==> config.mk <==
export PLATFORM = sky130hd
export DESIGN_NAME = leap_second_offset_table_top
export DESIGN_NICKNAME = d
export VERILOG_FILES = /design/src/rtl/lsot_pkg.sv /design/src/rtl/lsot_mul.sv /design/src/rtl/leap_second_offset_table_top.sv
export VERILOG_INCLUDE_DIRS = /design/src /design/src/rtl
export SDC_FILE = /design/constraint.sdc
export NUM_CORES = 2
export LEC_CHECK = 0
export BUFFER_PORTS_ARGS = -buffer_cell sky130_fd_sc_hd__buf_4
export CORE_ASPECT_RATIO = 1.25
export CORE_MARGIN = 2
export CORE_UTILIZATION = 55
export CTS_CLUSTER_DIAMETER = 150
export DETAILED_ROUTE_END_ITERATION = 12
export GPL_TIMING_DRIVEN = 0
export PLACE_DENSITY_LB_ADDON = 0.3
export SETUP_SLACK_MARGIN = 0.2
export SKIP_LAST_GASP = 1
export SLEW_MARGIN = 40
export SYNTH_ARGS = -nofsm -noshare
export SYNTH_HDL_FRONTEND = slang
export SYNTH_SLANG_ARGS = --single-unit
==> constraint.sdc <==
create_clock -name clk -period 10.2 [get_ports clk]
set_clock_uncertainty 0.2 [all_clocks]
set_input_delay 2.04 -clock clk [delete_from_list [all_inputs] [get_ports clk]]
set_output_delay 2.04 -clock clk [all_outputs]
set_load 0.005 [all_outputs]
==> src/rtl/leap_second_offset_table_top_macros.svh <==
// ----------------------------------------------------------------------------
// Leap-second offset table assertion macros
// Shared assertion wrappers. Defining ASSERT_OFF compiles every check away.
// ----------------------------------------------------------------------------
`ifndef LEAP_SECOND_OFFSET_TABLE_TOP_MACROS_SVH
`define LEAP_SECOND_OFFSET_TABLE_TOP_MACROS_SVH

`ifndef ASSERT_OFF
// Concurrent property: prop must hold at every clock edge out of reset.
`define LSOT_ASSERT(lbl, clk, rst_n, prop, msg) \
	lbl: assert property (@(posedge clk) disable iff (!(rst_n)) (prop)) else $error(msg);
// Next-cycle property: when ante holds, cons must hold at the next clock edge.
`define LSOT_ASSERT_NEXT(lbl, clk, rst_n, ante, cons, msg) \
	lbl: assert property (@(posedge clk) disable iff (!(rst_n)) (ante) |=> (cons)) \
		else $error(msg);
`else
`define LSOT_ASSERT(lbl, clk, rst_n, prop, msg)
`define LSOT_ASSERT_NEXT(lbl, clk, rst_n, ante, cons, msg)
`endif

`endif

==> src/rtl/lsot_pkg.sv <==
`timescale 1ns / 1ps
// ----------------------------------------------------------------------------
// Leap-second offset table package
// Command and status codes, register indexes, sequencer states, the row
// layout and the calendar constants shared by the table and its multiplier.
// ----------------------------------------------------------------------------
package lsot_pkg;

	// Input commands.
	localparam logic [1:0] CMD_CLEAR   = 2'd0;
	localparam logic [1:0] CMD_LOAD    = 2'd1;
	localparam logic [1:0] CMD_QUERY   = 2'd2;
	localparam logic [1:0] CMD_DAY_END = 2'd3;

	// Result status codes.
	localparam logic [2:0] STAT_OK         = 3'd0;
	localparam logic [2:0] STAT_FRACTIONAL = 3'd1;
	localparam logic [2:0] STAT_MISMATCH   = 3'd2;
	localparam logic [2:0] STAT_NOT_INCR   = 3'd3;
	localparam logic [2:0] STAT_FULL       = 3'd4;
	localparam logic [2:0] STAT_BEFORE     = 3'd5;
	localparam logic [2:0] STAT_EXPIRED    = 3'd6;
	localparam logic [2:0] STAT_EMPTY      = 3'd7;

	// Configuration register indexes.
	localparam logic REG_EXPIRY_DAY    = 1'b0;
	localparam logic REG_IGNORE_EXPIRY = 1'b1;

	// Calendar arithmetic. The MJD bias folds the Julian day base (32045) and
	// the JD-to-MJD shift (2400001) into one subtraction.
	localparam logic [14:0] YEAR_SHIFT   = 15'd4800;
	localparam logic [15:0] DAYS_IN_YEAR = 16'd365;
	localparam logic [15:0] RECIP_25     = 16'd5243;   // ceil(2^17 / 25)
	localparam logic [25:0] MJD_BIAS     = 26'd2432046;

	localparam logic [15:0] OFFSET_MAX = 16'h7FFF;
	localparam logic [15:0] OFFSET_MIN = 16'h8000;

	typedef enum logic [3:0] {
		ST_IDLE,
		ST_GREG_MUL,
		ST_GREG_ACC,
		ST_GREG_DIV,
		ST_LOAD_CHK,
		ST_SRCH_START,
		ST_SRCH,
		ST_FETCH,
		ST_PREV,
		ST_DONE
	} state_t;

	// One table row: start day (MJD) and whole-second offset bits.
	typedef struct packed {
		logic [23:0] start_day;
		logic [15:0] offset;
	} row_t;

	// Request to the shared multiplier.
	typedef struct packed {
		logic        en;
		logic [15:0] a;
		logic [15:0] b;
	} mul_req_t;

	// Days before the first of a shifted month (year starting in March):
	// (153 * mm + 2) / 5 for mm = 0..12.
	function automatic logic [8:0] month_base(input logic [3:0] mm);
		logic [8:0] r;
		case (mm)
			4'd0:    r = 9'd0;
			4'd1:    r = 9'd31;
			4'd2:    r = 9'd61;
			4'd3:    r = 9'd92;
			4'd4:    r = 9'd122;
			4'd5:    r = 9'd153;
			4'd6:    r = 9'd184;
			4'd7:    r = 9'd214;
			4'd8:    r = 9'd245;
			4'd9:    r = 9'd275;
			4'd10:   r = 9'd306;
			4'd11:   r = 9'd337;
			4'd12:   r = 9'd367;
			default: r = 9'd0;
		endcase
		return r;
	endfunction

endpackage

==> src/rtl/lsot_mul.sv <==
`timescale 1ns / 1ps
// ----------------------------------------------------------------------------
// Leap-second table shared multiplier
// One 16 x 16 unsigned multiplier with a registered product, reused by the
// sequencer for every product of the date conversion.
// ----------------------------------------------------------------------------
module lsot_mul (
	input  logic                clk,
	input  lsot_pkg::mul_req_t  req,
	output logic [31:0]         prod
);

	logic [31:0] prod_q;

	// The product holds until the next request, so it can be read at leisure.
	always_ff @(posedge clk) begin
		if (req.en) begin
			prod_q <= {16'b0, req.a} * {16'b0, req.b};
		end
	end

	assign prod = prod_q;

endmodule

==> src/rtl/leap_second_offset_table_top.sv <==
`timescale 1ns / 1ps
// The search reads one table row per cycle through the single registered memory read port.
// One item is in work at a time: the next input transfer is taken in the cycle after the result
//   moves to the output register.
// Reset empties the table and clears both configuration registers; no clearing pass is needed.
// ----------------------------------------------------------------------------
// Leap-second offset table
// Sorted table of leap-second rows with load checks, offset lookup by
// upper-bound binary search, and the day-end leap query.
// ----------------------------------------------------------------------------
`include "leap_second_offset_table_top_macros.svh"

module leap_second_offset_table_top #(
	parameter int          TABLE_DEPTH         = 64,
	parameter logic [23:0] FIRST_SUPPORTED_DAY = 24'd41317
) (
	input  logic                                    clk,
	input  logic                                    arst_n,
	// Configuration write port
	input  logic                                    cfg_write_en,
	input  logic                                    cfg_index,
	input  logic [23:0]                             cfg_data,
	// Input channel
	input  logic                                    in_valid,
	output logic                                    in_stall,
	input  logic [1:0]                              command,
	input  logic [23:0]                             day_number,
	input  logic [4:0]                              row_day,
	input  logic [3:0]                              row_month,
	input  logic [13:0]                             row_year,
	input  logic signed [15:0]                      row_offset,
	input  logic                                    offset_fractional,
	// Output channel
	output logic                                    out_valid,
	input  logic                                    out_stall,
	output logic [2:0]                              status,
	output logic signed [15:0]                      value,
	output logic [$clog2(TABLE_DEPTH + 1) - 1:0]    row_count
);

	// Row index width and row count width (the count can equal the depth).
	localparam int AW = $clog2(TABLE_DEPTH);
	localparam int CW = $clog2(TABLE_DEPTH + 1);

	// ------------------------------------------------------------------------
	// Registers
	// ------------------------------------------------------------------------
	lsot_pkg::state_t state_q, state_d;

	// Control state, cleared by reset.
	logic [CW-1:0]  rows_held_q;
	logic [23:0]    expiry_q;
	logic           ignore_q;
	logic           out_valid_q;

	// Item being worked on. The key is the queried day, or the next day for a
	// day-end query, so it needs one bit beyond the day field.
	logic [1:0]         cmd_q;
	logic [23:0]        day_q;
	logic [24:0]        key_q;
	logic [4:0]         dom_q;
	logic [3:0]         mon_q;
	logic [13:0]        year_q;
	logic [15:0]        offset_q;

	// Search window and probe.
	logic [CW-1:0]      lo_q, hi_q, mid_q;

	// Running MJD sum of the date conversion, kept modulo 2^26. Its true value
	// stays well inside that range, so equality with the day is exact.
	logic [25:0]        acc_q;

	// Offset of the row that starts on the day after a day-end query.
	logic [15:0]        off_i_q;

	// Result waiting for the output register, and the output register.
	logic [2:0]         res_status_q;
	logic [15:0]        res_value_q;
	logic [2:0]         out_status_q;
	logic [15:0]        out_value_q;
	logic [CW-1:0]      out_count_q;

	// Table memory with one write port and one registered read port.
	lsot_pkg::row_t     mem_q [TABLE_DEPTH];
	lsot_pkg::row_t     rd_q;

	// ------------------------------------------------------------------------
	// Handshakes
	// ------------------------------------------------------------------------
	logic in_xfer;
	logic out_free;

	// The block takes an item only when its sequencer is idle. A finished
	// result moves to the output register as soon as that register is empty
	// or its current transfer completes in the same cycle.
	assign in_stall = (state_q != lsot_pkg::ST_IDLE);
	assign in_xfer  = in_valid && !in_stall;
	assign out_free = !out_valid_q || !out_stall;

	// ------------------------------------------------------------------------
	// Checks made when an item is taken
	// ------------------------------------------------------------------------
	// Clears, fractional loads at or after the first supported day, and
	// queries that are refused finish at once with a status. Everything else
	// goes on to the date conversion or the table search.
	logic       acc_finish;
	logic [2:0] acc_status;

	always_comb begin
		acc_finish = 1'b0;
		acc_status = lsot_pkg::STAT_OK;
		case (command)
			lsot_pkg::CMD_CLEAR: begin
				acc_finish = 1'b1;
			end
			lsot_pkg::CMD_LOAD: begin
				if (offset_fractional && (day_number >= FIRST_SUPPORTED_DAY)) begin
					acc_finish = 1'b1;
					acc_status = lsot_pkg::STAT_FRACTIONAL;
				end
			end
			lsot_pkg::CMD_QUERY: begin
				acc_finish = 1'b1;
				if (day_number < FIRST_SUPPORTED_DAY) begin
					acc_status = lsot_pkg::STAT_BEFORE;
				end else if ((expiry_q != 24'd0) && (day_number > expiry_q) && !ignore_q) begin
					acc_status = lsot_pkg::STAT_EXPIRED;
				end else if (rows_held_q == '0) begin
					acc_status = lsot_pkg::STAT_EMPTY;
				end else begin
					acc_finish = 1'b0;
				end
			end
			default: begin
				// The day-end query is never refused; it always searches.
			end
		endcase
	end

	// ------------------------------------------------------------------------
	// Date conversion datapath
	// ------------------------------------------------------------------------
	// The year is shifted to start in March: January and February (and the
	// meaningless month zero) belong to the year before. Month numbers above
	// twelve are not rejected; they run on past December into the next year.
	logic           early_month;
	logic [14:0]    shifted_year;
	logic [3:0]     shifted_month;
	logic [12:0]    year_div4;
	logic [31:0]    prod;
	logic [7:0]     year_div100;
	logic [5:0]     year_div400;
	logic           greg_match;

	assign early_month   = (mon_q <= 4'd2);
	assign shifted_year  = {1'b0, year_q} + lsot_pkg::YEAR_SHIFT - {14'b0, early_month};
	assign shifted_month = early_month ? (mon_q + 4'd9) : (mon_q - 4'd3);
	assign year_div4     = shifted_year[14:2];
	// (year / 4) * ceil(2^17 / 25) >> 17 is exactly year / 100 over the
	// range of the shifted year, and a further shift by two gives year / 400.
	assign year_div100   = prod[24:17];
	assign year_div400   = year_div100[7:2];
	assign greg_match    = (acc_q == {2'b00, day_q});

	// ------------------------------------------------------------------------
	// Search datapath
	// ------------------------------------------------------------------------
	// Upper-bound search: the window [lo, hi) shrinks toward the first row
	// whose start day is after the key. The probe read issued in one cycle is
	// compared in the next, and the next probe is issued at once.
	logic           go_left;
	logic [CW-1:0]  lo_n, hi_n, mid_n, fetch_n, prev_idx;
	logic           day_end_hit;
	logic [16:0]    leap_diff;
	logic [15:0]    leap_sat;

	always_comb begin
		go_left = (key_q < {1'b0, rd_q.start_day});
		if (state_q == lsot_pkg::ST_SRCH) begin
			lo_n = go_left ? lo_q : (mid_q + 1'b1);
			hi_n = go_left ? mid_q : hi_q;
		end else begin
			lo_n = lo_q;
			hi_n = hi_q;
		end
		mid_n   = lo_n + ((hi_n - lo_n) >> 1);
		// Row that holds the answer: the last row not after the key, or the
		// first row when the key lies before the whole table.
		fetch_n = (lo_n == '0) ? '0 : (lo_n - 1'b1);
		prev_idx = lo_q - CW'(2);
	end

	// A day-end query has a leap when a row other than the first starts on
	// the next day. Row starts strictly increase, so that row is unique.
	assign day_end_hit = (lo_q >= CW'(2)) && ({1'b0, rd_q.start_day} == key_q);

	// Leap size: that row's offset minus the one before, saturated.
	assign leap_diff = {off_i_q[15], off_i_q} - {rd_q.offset[15], rd_q.offset};
	assign leap_sat  = (leap_diff[16] != leap_diff[15])
		? (leap_diff[16] ? lsot_pkg::OFFSET_MIN : lsot_pkg::OFFSET_MAX)
		: leap_diff[15:0];

	// Load checks after the date conversion, in their order of priority.
	logic [2:0] load_status;

	always_comb begin
		if (!greg_match) begin
			load_status = lsot_pkg::STAT_MISMATCH;
		end else if ((rows_held_q != '0) && (day_q <= rd_q.start_day)) begin
			load_status = lsot_pkg::STAT_NOT_INCR;
		end else if (rows_held_q >= CW'(TABLE_DEPTH)) begin
			load_status = lsot_pkg::STAT_FULL;
		end else begin
			load_status = lsot_pkg::STAT_OK;
		end
	end

	// ------------------------------------------------------------------------
	// Sequencer: next state
	// ------------------------------------------------------------------------
	always_comb begin
		state_d = state_q;
		case (state_q)
			lsot_pkg::ST_IDLE: begin
				if (in_xfer) begin
					if (acc_finish) begin
						state_d = lsot_pkg::ST_DONE;
					end else if (command == lsot_pkg::CMD_LOAD) begin
						state_d = lsot_pkg::ST_GREG_MUL;
					end else begin
						state_d = lsot_pkg::ST_SRCH_START;
					end
				end
			end
			lsot_pkg::ST_GREG_MUL:   state_d = lsot_pkg::ST_GREG_ACC;
			lsot_pkg::ST_GREG_ACC:   state_d = lsot_pkg::ST_GREG_DIV;
			lsot_pkg::ST_GREG_DIV:   state_d = lsot_pkg::ST_LOAD_CHK;
			lsot_pkg::ST_LOAD_CHK:   state_d = lsot_pkg::ST_DONE;
			lsot_pkg::ST_SRCH_START, lsot_pkg::ST_SRCH: begin
				state_d = (lo_n < hi_n) ? lsot_pkg::ST_SRCH : lsot_pkg::ST_FETCH;
			end
			lsot_pkg::ST_FETCH: begin
				state_d = ((cmd_q == lsot_pkg::CMD_DAY_END) && day_end_hit)
					? lsot_pkg::ST_PREV : lsot_pkg::ST_DONE;
			end
			lsot_pkg::ST_PREV:       state_d = lsot_pkg::ST_DONE;
			lsot_pkg::ST_DONE: begin
				if (out_free) begin
					state_d = lsot_pkg::ST_IDLE;
				end
			end
			default:                 state_d = lsot_pkg::ST_IDLE;
		endcase
	end

	// ------------------------------------------------------------------------
	// Sequencer: outputs
	// ------------------------------------------------------------------------
	logic [AW-1:0]       rd_addr;
	logic                mem_we;
	logic                out_load;
	lsot_pkg::mul_req_t  mul_req;

	always_comb begin
		rd_addr  = '0;
		mem_we   = 1'b0;
		out_load = 1'b0;
		mul_req  = '0;
		case (state_q)
			lsot_pkg::ST_GREG_MUL: begin
				mul_req.en = 1'b1;
				mul_req.a  = {1'b0, shifted_year};
				mul_req.b  = lsot_pkg::DAYS_IN_YEAR;
			end
			lsot_pkg::ST_GREG_ACC: begin
				mul_req.en = 1'b1;
				mul_req.a  = {3'b0, year_div4};
				mul_req.b  = lsot_pkg::RECIP_25;
			end
			lsot_pkg::ST_GREG_DIV: begin
				// Last row, for the increasing-day check.
				rd_addr = AW'(rows_held_q - 1'b1);
			end
			lsot_pkg::ST_LOAD_CHK: begin
				mem_we = (load_status == lsot_pkg::STAT_OK);
			end
			lsot_pkg::ST_SRCH_START, lsot_pkg::ST_SRCH: begin
				rd_addr = (lo_n < hi_n) ? AW'(mid_n) : AW'(fetch_n);
			end
			lsot_pkg::ST_FETCH: begin
				rd_addr = AW'(prev_idx);
			end
			lsot_pkg::ST_DONE: begin
				out_load = out_free;
			end
			default: begin
			end
		endcase
	end

	// ------------------------------------------------------------------------
	// Shared multiplier
	// ------------------------------------------------------------------------
	lsot_mul u_mul (
		.clk  (clk),
		.req  (mul_req),
		.prod (prod)
	);

	// ------------------------------------------------------------------------
	// Control registers
	// ------------------------------------------------------------------------
	always_ff @(posedge clk or negedge arst_n) begin
		if (!arst_n) begin
			state_q     <= lsot_pkg::ST_IDLE;
			rows_held_q <= '0;
			expiry_q    <= '0;
			ignore_q    <= 1'b0;
			out_valid_q <= 1'b0;
		end else begin
			state_q <= state_d;

			if (in_xfer && (command == lsot_pkg::CMD_CLEAR)) begin
				rows_held_q <= '0;
			end else if (mem_we) begin
				rows_held_q <= rows_held_q + 1'b1;
			end

			if (cfg_write_en) begin
				case (cfg_index)
					lsot_pkg::REG_EXPIRY_DAY:    expiry_q <= cfg_data;
					lsot_pkg::REG_IGNORE_EXPIRY: ignore_q <= cfg_data[0];
					default: begin
					end
				endcase
			end

			if (out_load) begin
				out_valid_q <= 1'b1;
			end else if (!out_stall) begin
				out_valid_q <= 1'b0;
			end
		end
	end

	// ------------------------------------------------------------------------
	// Item and result registers
	// ------------------------------------------------------------------------
	always_ff @(posedge clk) begin
		case (state_q)
			lsot_pkg::ST_IDLE: begin
				if (in_xfer) begin
					cmd_q        <= command;
					day_q        <= day_number;
					key_q        <= {1'b0, day_number} +
						{24'b0, (command == lsot_pkg::CMD_DAY_END)};
					dom_q        <= row_day;
					mon_q        <= row_month;
					year_q       <= row_year;
					offset_q     <= row_offset;
					lo_q         <= '0;
					hi_q         <= rows_held_q;
					mid_q        <= rows_held_q >> 1;
					res_status_q <= acc_status;
					res_value_q  <= '0;
				end
			end
			lsot_pkg::ST_GREG_ACC: begin
				// d + month base + 365 * year + year / 4 - bias
				acc_q <= {2'b0, prod[23:0]} + {21'b0, dom_q} +
					{17'b0, lsot_pkg::month_base(shifted_month)} +
					{13'b0, year_div4} - lsot_pkg::MJD_BIAS;
			end
			lsot_pkg::ST_GREG_DIV: begin
				acc_q <= acc_q - {18'b0, year_div100} + {20'b0, year_div400};
			end
			lsot_pkg::ST_LOAD_CHK: begin
				res_status_q <= load_status;
			end
			lsot_pkg::ST_SRCH_START, lsot_pkg::ST_SRCH: begin
				lo_q  <= lo_n;
				hi_q  <= hi_n;
				mid_q <= mid_n;
			end
			lsot_pkg::ST_FETCH: begin
				if (cmd_q == lsot_pkg::CMD_QUERY) begin
					res_value_q <= rd_q.offset;
				end else begin
					off_i_q <= rd_q.offset;
				end
			end
			lsot_pkg::ST_PREV: begin
				res_value_q <= leap_sat;
			end
			default: begin
			end
		endcase

		if (out_load) begin
			out_status_q <= res_status_q;
			out_value_q  <= res_value_q;
			out_count_q  <= rows_held_q;
		end
	end

	// ------------------------------------------------------------------------
	// Table memory
	// ------------------------------------------------------------------------
	always_ff @(posedge clk) begin
		if (mem_we) begin
			mem_q[AW'(rows_held_q)] <= {day_q, offset_q};
		end
		rd_q <= mem_q[rd_addr];
	end

	// ------------------------------------------------------------------------
	// Output ports
	// ------------------------------------------------------------------------
	assign out_valid = out_valid_q;
	assign status    = out_status_q;
	assign value     = out_value_q;
	assign row_count = out_count_q;

	// ------------------------------------------------------------------------
	// Assertions
	// ------------------------------------------------------------------------
	`LSOT_ASSERT(a_rows_bound, clk, arst_n, rows_held_q <= CW'(TABLE_DEPTH), "row count exceeds table depth")
	`LSOT_ASSERT(a_write_room, clk, arst_n, mem_we |-> (rows_held_q < CW'(TABLE_DEPTH)), "row written to a full table")
	`LSOT_ASSERT_NEXT(a_write_count, clk, arst_n, mem_we, rows_held_q == ($past(rows_held_q) + 1'b1), "row count did not follow a row write")
	`LSOT_ASSERT(a_search_window, clk, arst_n, (state_q == lsot_pkg::ST_SRCH) |-> ((lo_q < hi_q) && (hi_q <= rows_held_q)), "search window outside the table")

endmodule
==> results.md <==
* Status: complete, no violations
* Layout cells sized above 1 at 0.146
* Slew margin rel. at 0.313
* Worst Path Class, Setup: register to register
* Layout Nets at 10852
* Die height at 530 um
* WL/cell at 30.0 um
* Clk pin slew, worst setup/hold paths at 0.07 ns
* HPWL after DPL at 306 mm
* Area contributors post-synth: edfxtp_1, nand2_1, nand3_1, ha_1, fa_1
* Hold bufs inserted after CTS at 0
* Final setup fails at 0
* Pin count of the biggest net entering global routing at 50
* Fmax at 103 MHz
* Synth cell count leaders: edfxtp_1, nand2_1, nand3_1
* Sequential share of the synthesized area at 0.700
* DR vias at 84319
* Horiz. Die Dim at 425 um
* Slew @ Worst Pin at 1.02 ns
* CP max FO at 11
* TritonCTS clock tree: yes
* Global route overflow at 0
* Max-cap violations at 0
* Synth Flop Type: edfxtp_1
* FF-to-FF setup slack at 0.53 ns
* Worst setup EP type: register
* CP startpoint kind: register
* Core area at 0.221 mm2
* Synth unique cells at 84
* Area leader, netlist: edfxtp_1
* Count leader, synth: edfxtp_1
* First-pass GRT wire length at 566 mm
* Die ar. at 0.225 mm2
* Utilization after layout at 0.641
* Drt first pass iters at 8
* Clk root buf: clkbuf_16
* Number of register bits inferred by synthesis at 2860
* Clock Tree Buf Depth at 4
* RSZ-0062 raised after global routing: yes
* Cell row count at 193
* Gate Count Post-Synth at 9261
* Tmin final at 9.67 ns
* Initial core utilization at 0.552
* Critical Path AT at 10.07 ns
* Synth top area share at 0.686
* Number of I/O port buffers at 123
* Tcrit/Tclk final at 0.948
* CP required at 10.60 ns
* Antenna Violating Nets Remaining at 0
* Total GRT Usage at 0.354
* Max-slew violations at 0
* Worst-Skew Late Latency at 0.88 ns
* Antenna violations before repair at 50
* Vias in the first global route at 81493
* CTS Buf Count at 280
* Synth warnings at 0
* Syn_area_per_cell at 13.2 um2
* DR iter-0 viols at 12239
* Synth async-reset ratio at 0.0129
* GPL Wtd Cong at 1.09
* Post-DR vias/cell at 6.25
* Post-synth EDFFs at 2783
* Drt drc at 0
* Clock Sinks at 2860
* # H-tree levels at 5
* Final hold vios at 0
* Min-Delay Path Class: register to register
* Synth Cell Area at 0.122 mm2
* Boundary Pins at 124
* Syn-to-layout area delta at 16.0%
* DRT Wirelength at 404 mm
registers in the layout, summed over array words and instances, names as in the netlist, 7 cells and up:
signal	flops
mem_q	2560
rd_q	40
acc_q	26
key_q	25
u_mul.prod	25
day_q	24
expiry_q	24
off_i_q	16
offset_q	16
res_value_q	16
value	16
year_q	14
hi_q	7
lo_q	7
mid_q	7
row_count	7
rows_held_q	7
kinds of logic after synthesis:
logic type / count (synthesis) / share of synthesized area
compound gates: 762 / 0.0410
xor+xnor: 158 / 0.0114
fa+ha+maj: 444 / 0.0529
buf+inv: 860 / 0.0291
flops: 2860 / 0.700
mux: 202 / 0.0210
other cells: 2 / 0.0000616
simple gates: 3973 / 0.145
area by class of cell:
type	count	area (um2)
sequential	2860	85300
fill	15977	79300
multi-input combinational	5544	33600
clock buffer	353	7510
timing repair buffer	766	6390
tap	2925	3660
buffer	487	2190
inverter	373	1410
clock inverter	137	1270
antenna	46	115
cell usage in the layout (no fill, tap or decap), types with 49 or more instances in the layout:
cell type  count
edfxtp_1    2783
nand2_1     2265
nand3_1      971
buf_4        379
inv_1        372
buf_2        331
ha_1         325
clkbuf_1     322
nand4_1      291
clkbuf_16    289
o21ai_0      169
buf_6        164
mux2i_1      148
nor2_1       135
a21oi_1      123
a32oi_1      119
fa_1         119
xnor2_1      108
o22ai_1       92
nor3_2        63
xor2_1        49
clkinv_1      49
path summary, 6_finish.rpt:
kind | start | end | cells after the start
max | rd_q[39] | rd_q[14] | 26
min | res_value_q[1] | value[1] | 0
max reg2reg | rd_q[39] | rd_q[14] | 26
min reg2reg | res_value_q[1] | value[1] | 0
max in group asynchronous | arst_n | state_q[0] | 1
min in group asynchronous | arst_n | out_valid | 1
metrics by stage:
step           setup slack [ns]  std cells  hold slack (ns)  instance area (um2)  TNS (ns)
6_report                  0.532      13491            0.219               141000         0
5_1_grt                   0.123      13470            0.226               141000         0
4_1_cts                   0.414      13444            0.217               141000         0
3_5_place_dp              0.492      12954            0.205               132000         0
3_3_place_gp              -2.47      12312            0.202               126000  -4441.78
2_1_floorplan              1.63       9264            0.200               122000         0
critical path: stages (launching register included):
cell and delay (ns):
dfxtp_1 0.32, inv_1 0.14, ha_1 0.34, nand4b_1 0.20, nor4_4 0.54, nand2_1 0.13
a21oi_1 0.41, nor2_2 0.16, a21oi_1 0.45, inv_1 0.14, ha_1 0.27, fa_1 0.47
xnor2_1 0.30, ha_1 0.29, a21o_1 0.17, a21oi_1 0.22, xnor2_1 0.12, a21oi_1 0.45
a2bb2oi_4 0.64, and2_1 0.24, buf_4 0.36, buf_2 0.57, buf_1 0.49, a32oi_1 0.11
o21ai_0 0.41, o21ai_2 0.41, or4_1 0.78
metal layers:
layer	vias up	global-route usage	share of wire
li1	36007	-	-
met4	18	0.268	0.090
met3	1193	0.0805	0.11
met2	5464	0.550	0.46
met1	41637	0.434	0.34
met5	-	0	0.00028
repair_timing:
action,4_1_cts,5_1_grt
endpoints found under the hold margin,0,0
setup buffers,0,1
resized for setup,0,13
endpoints found under the setup margin,0,5
Power is not shown: default switching activity piles up to over one toggle a cycle in this logic, so the estimate is an artifact.
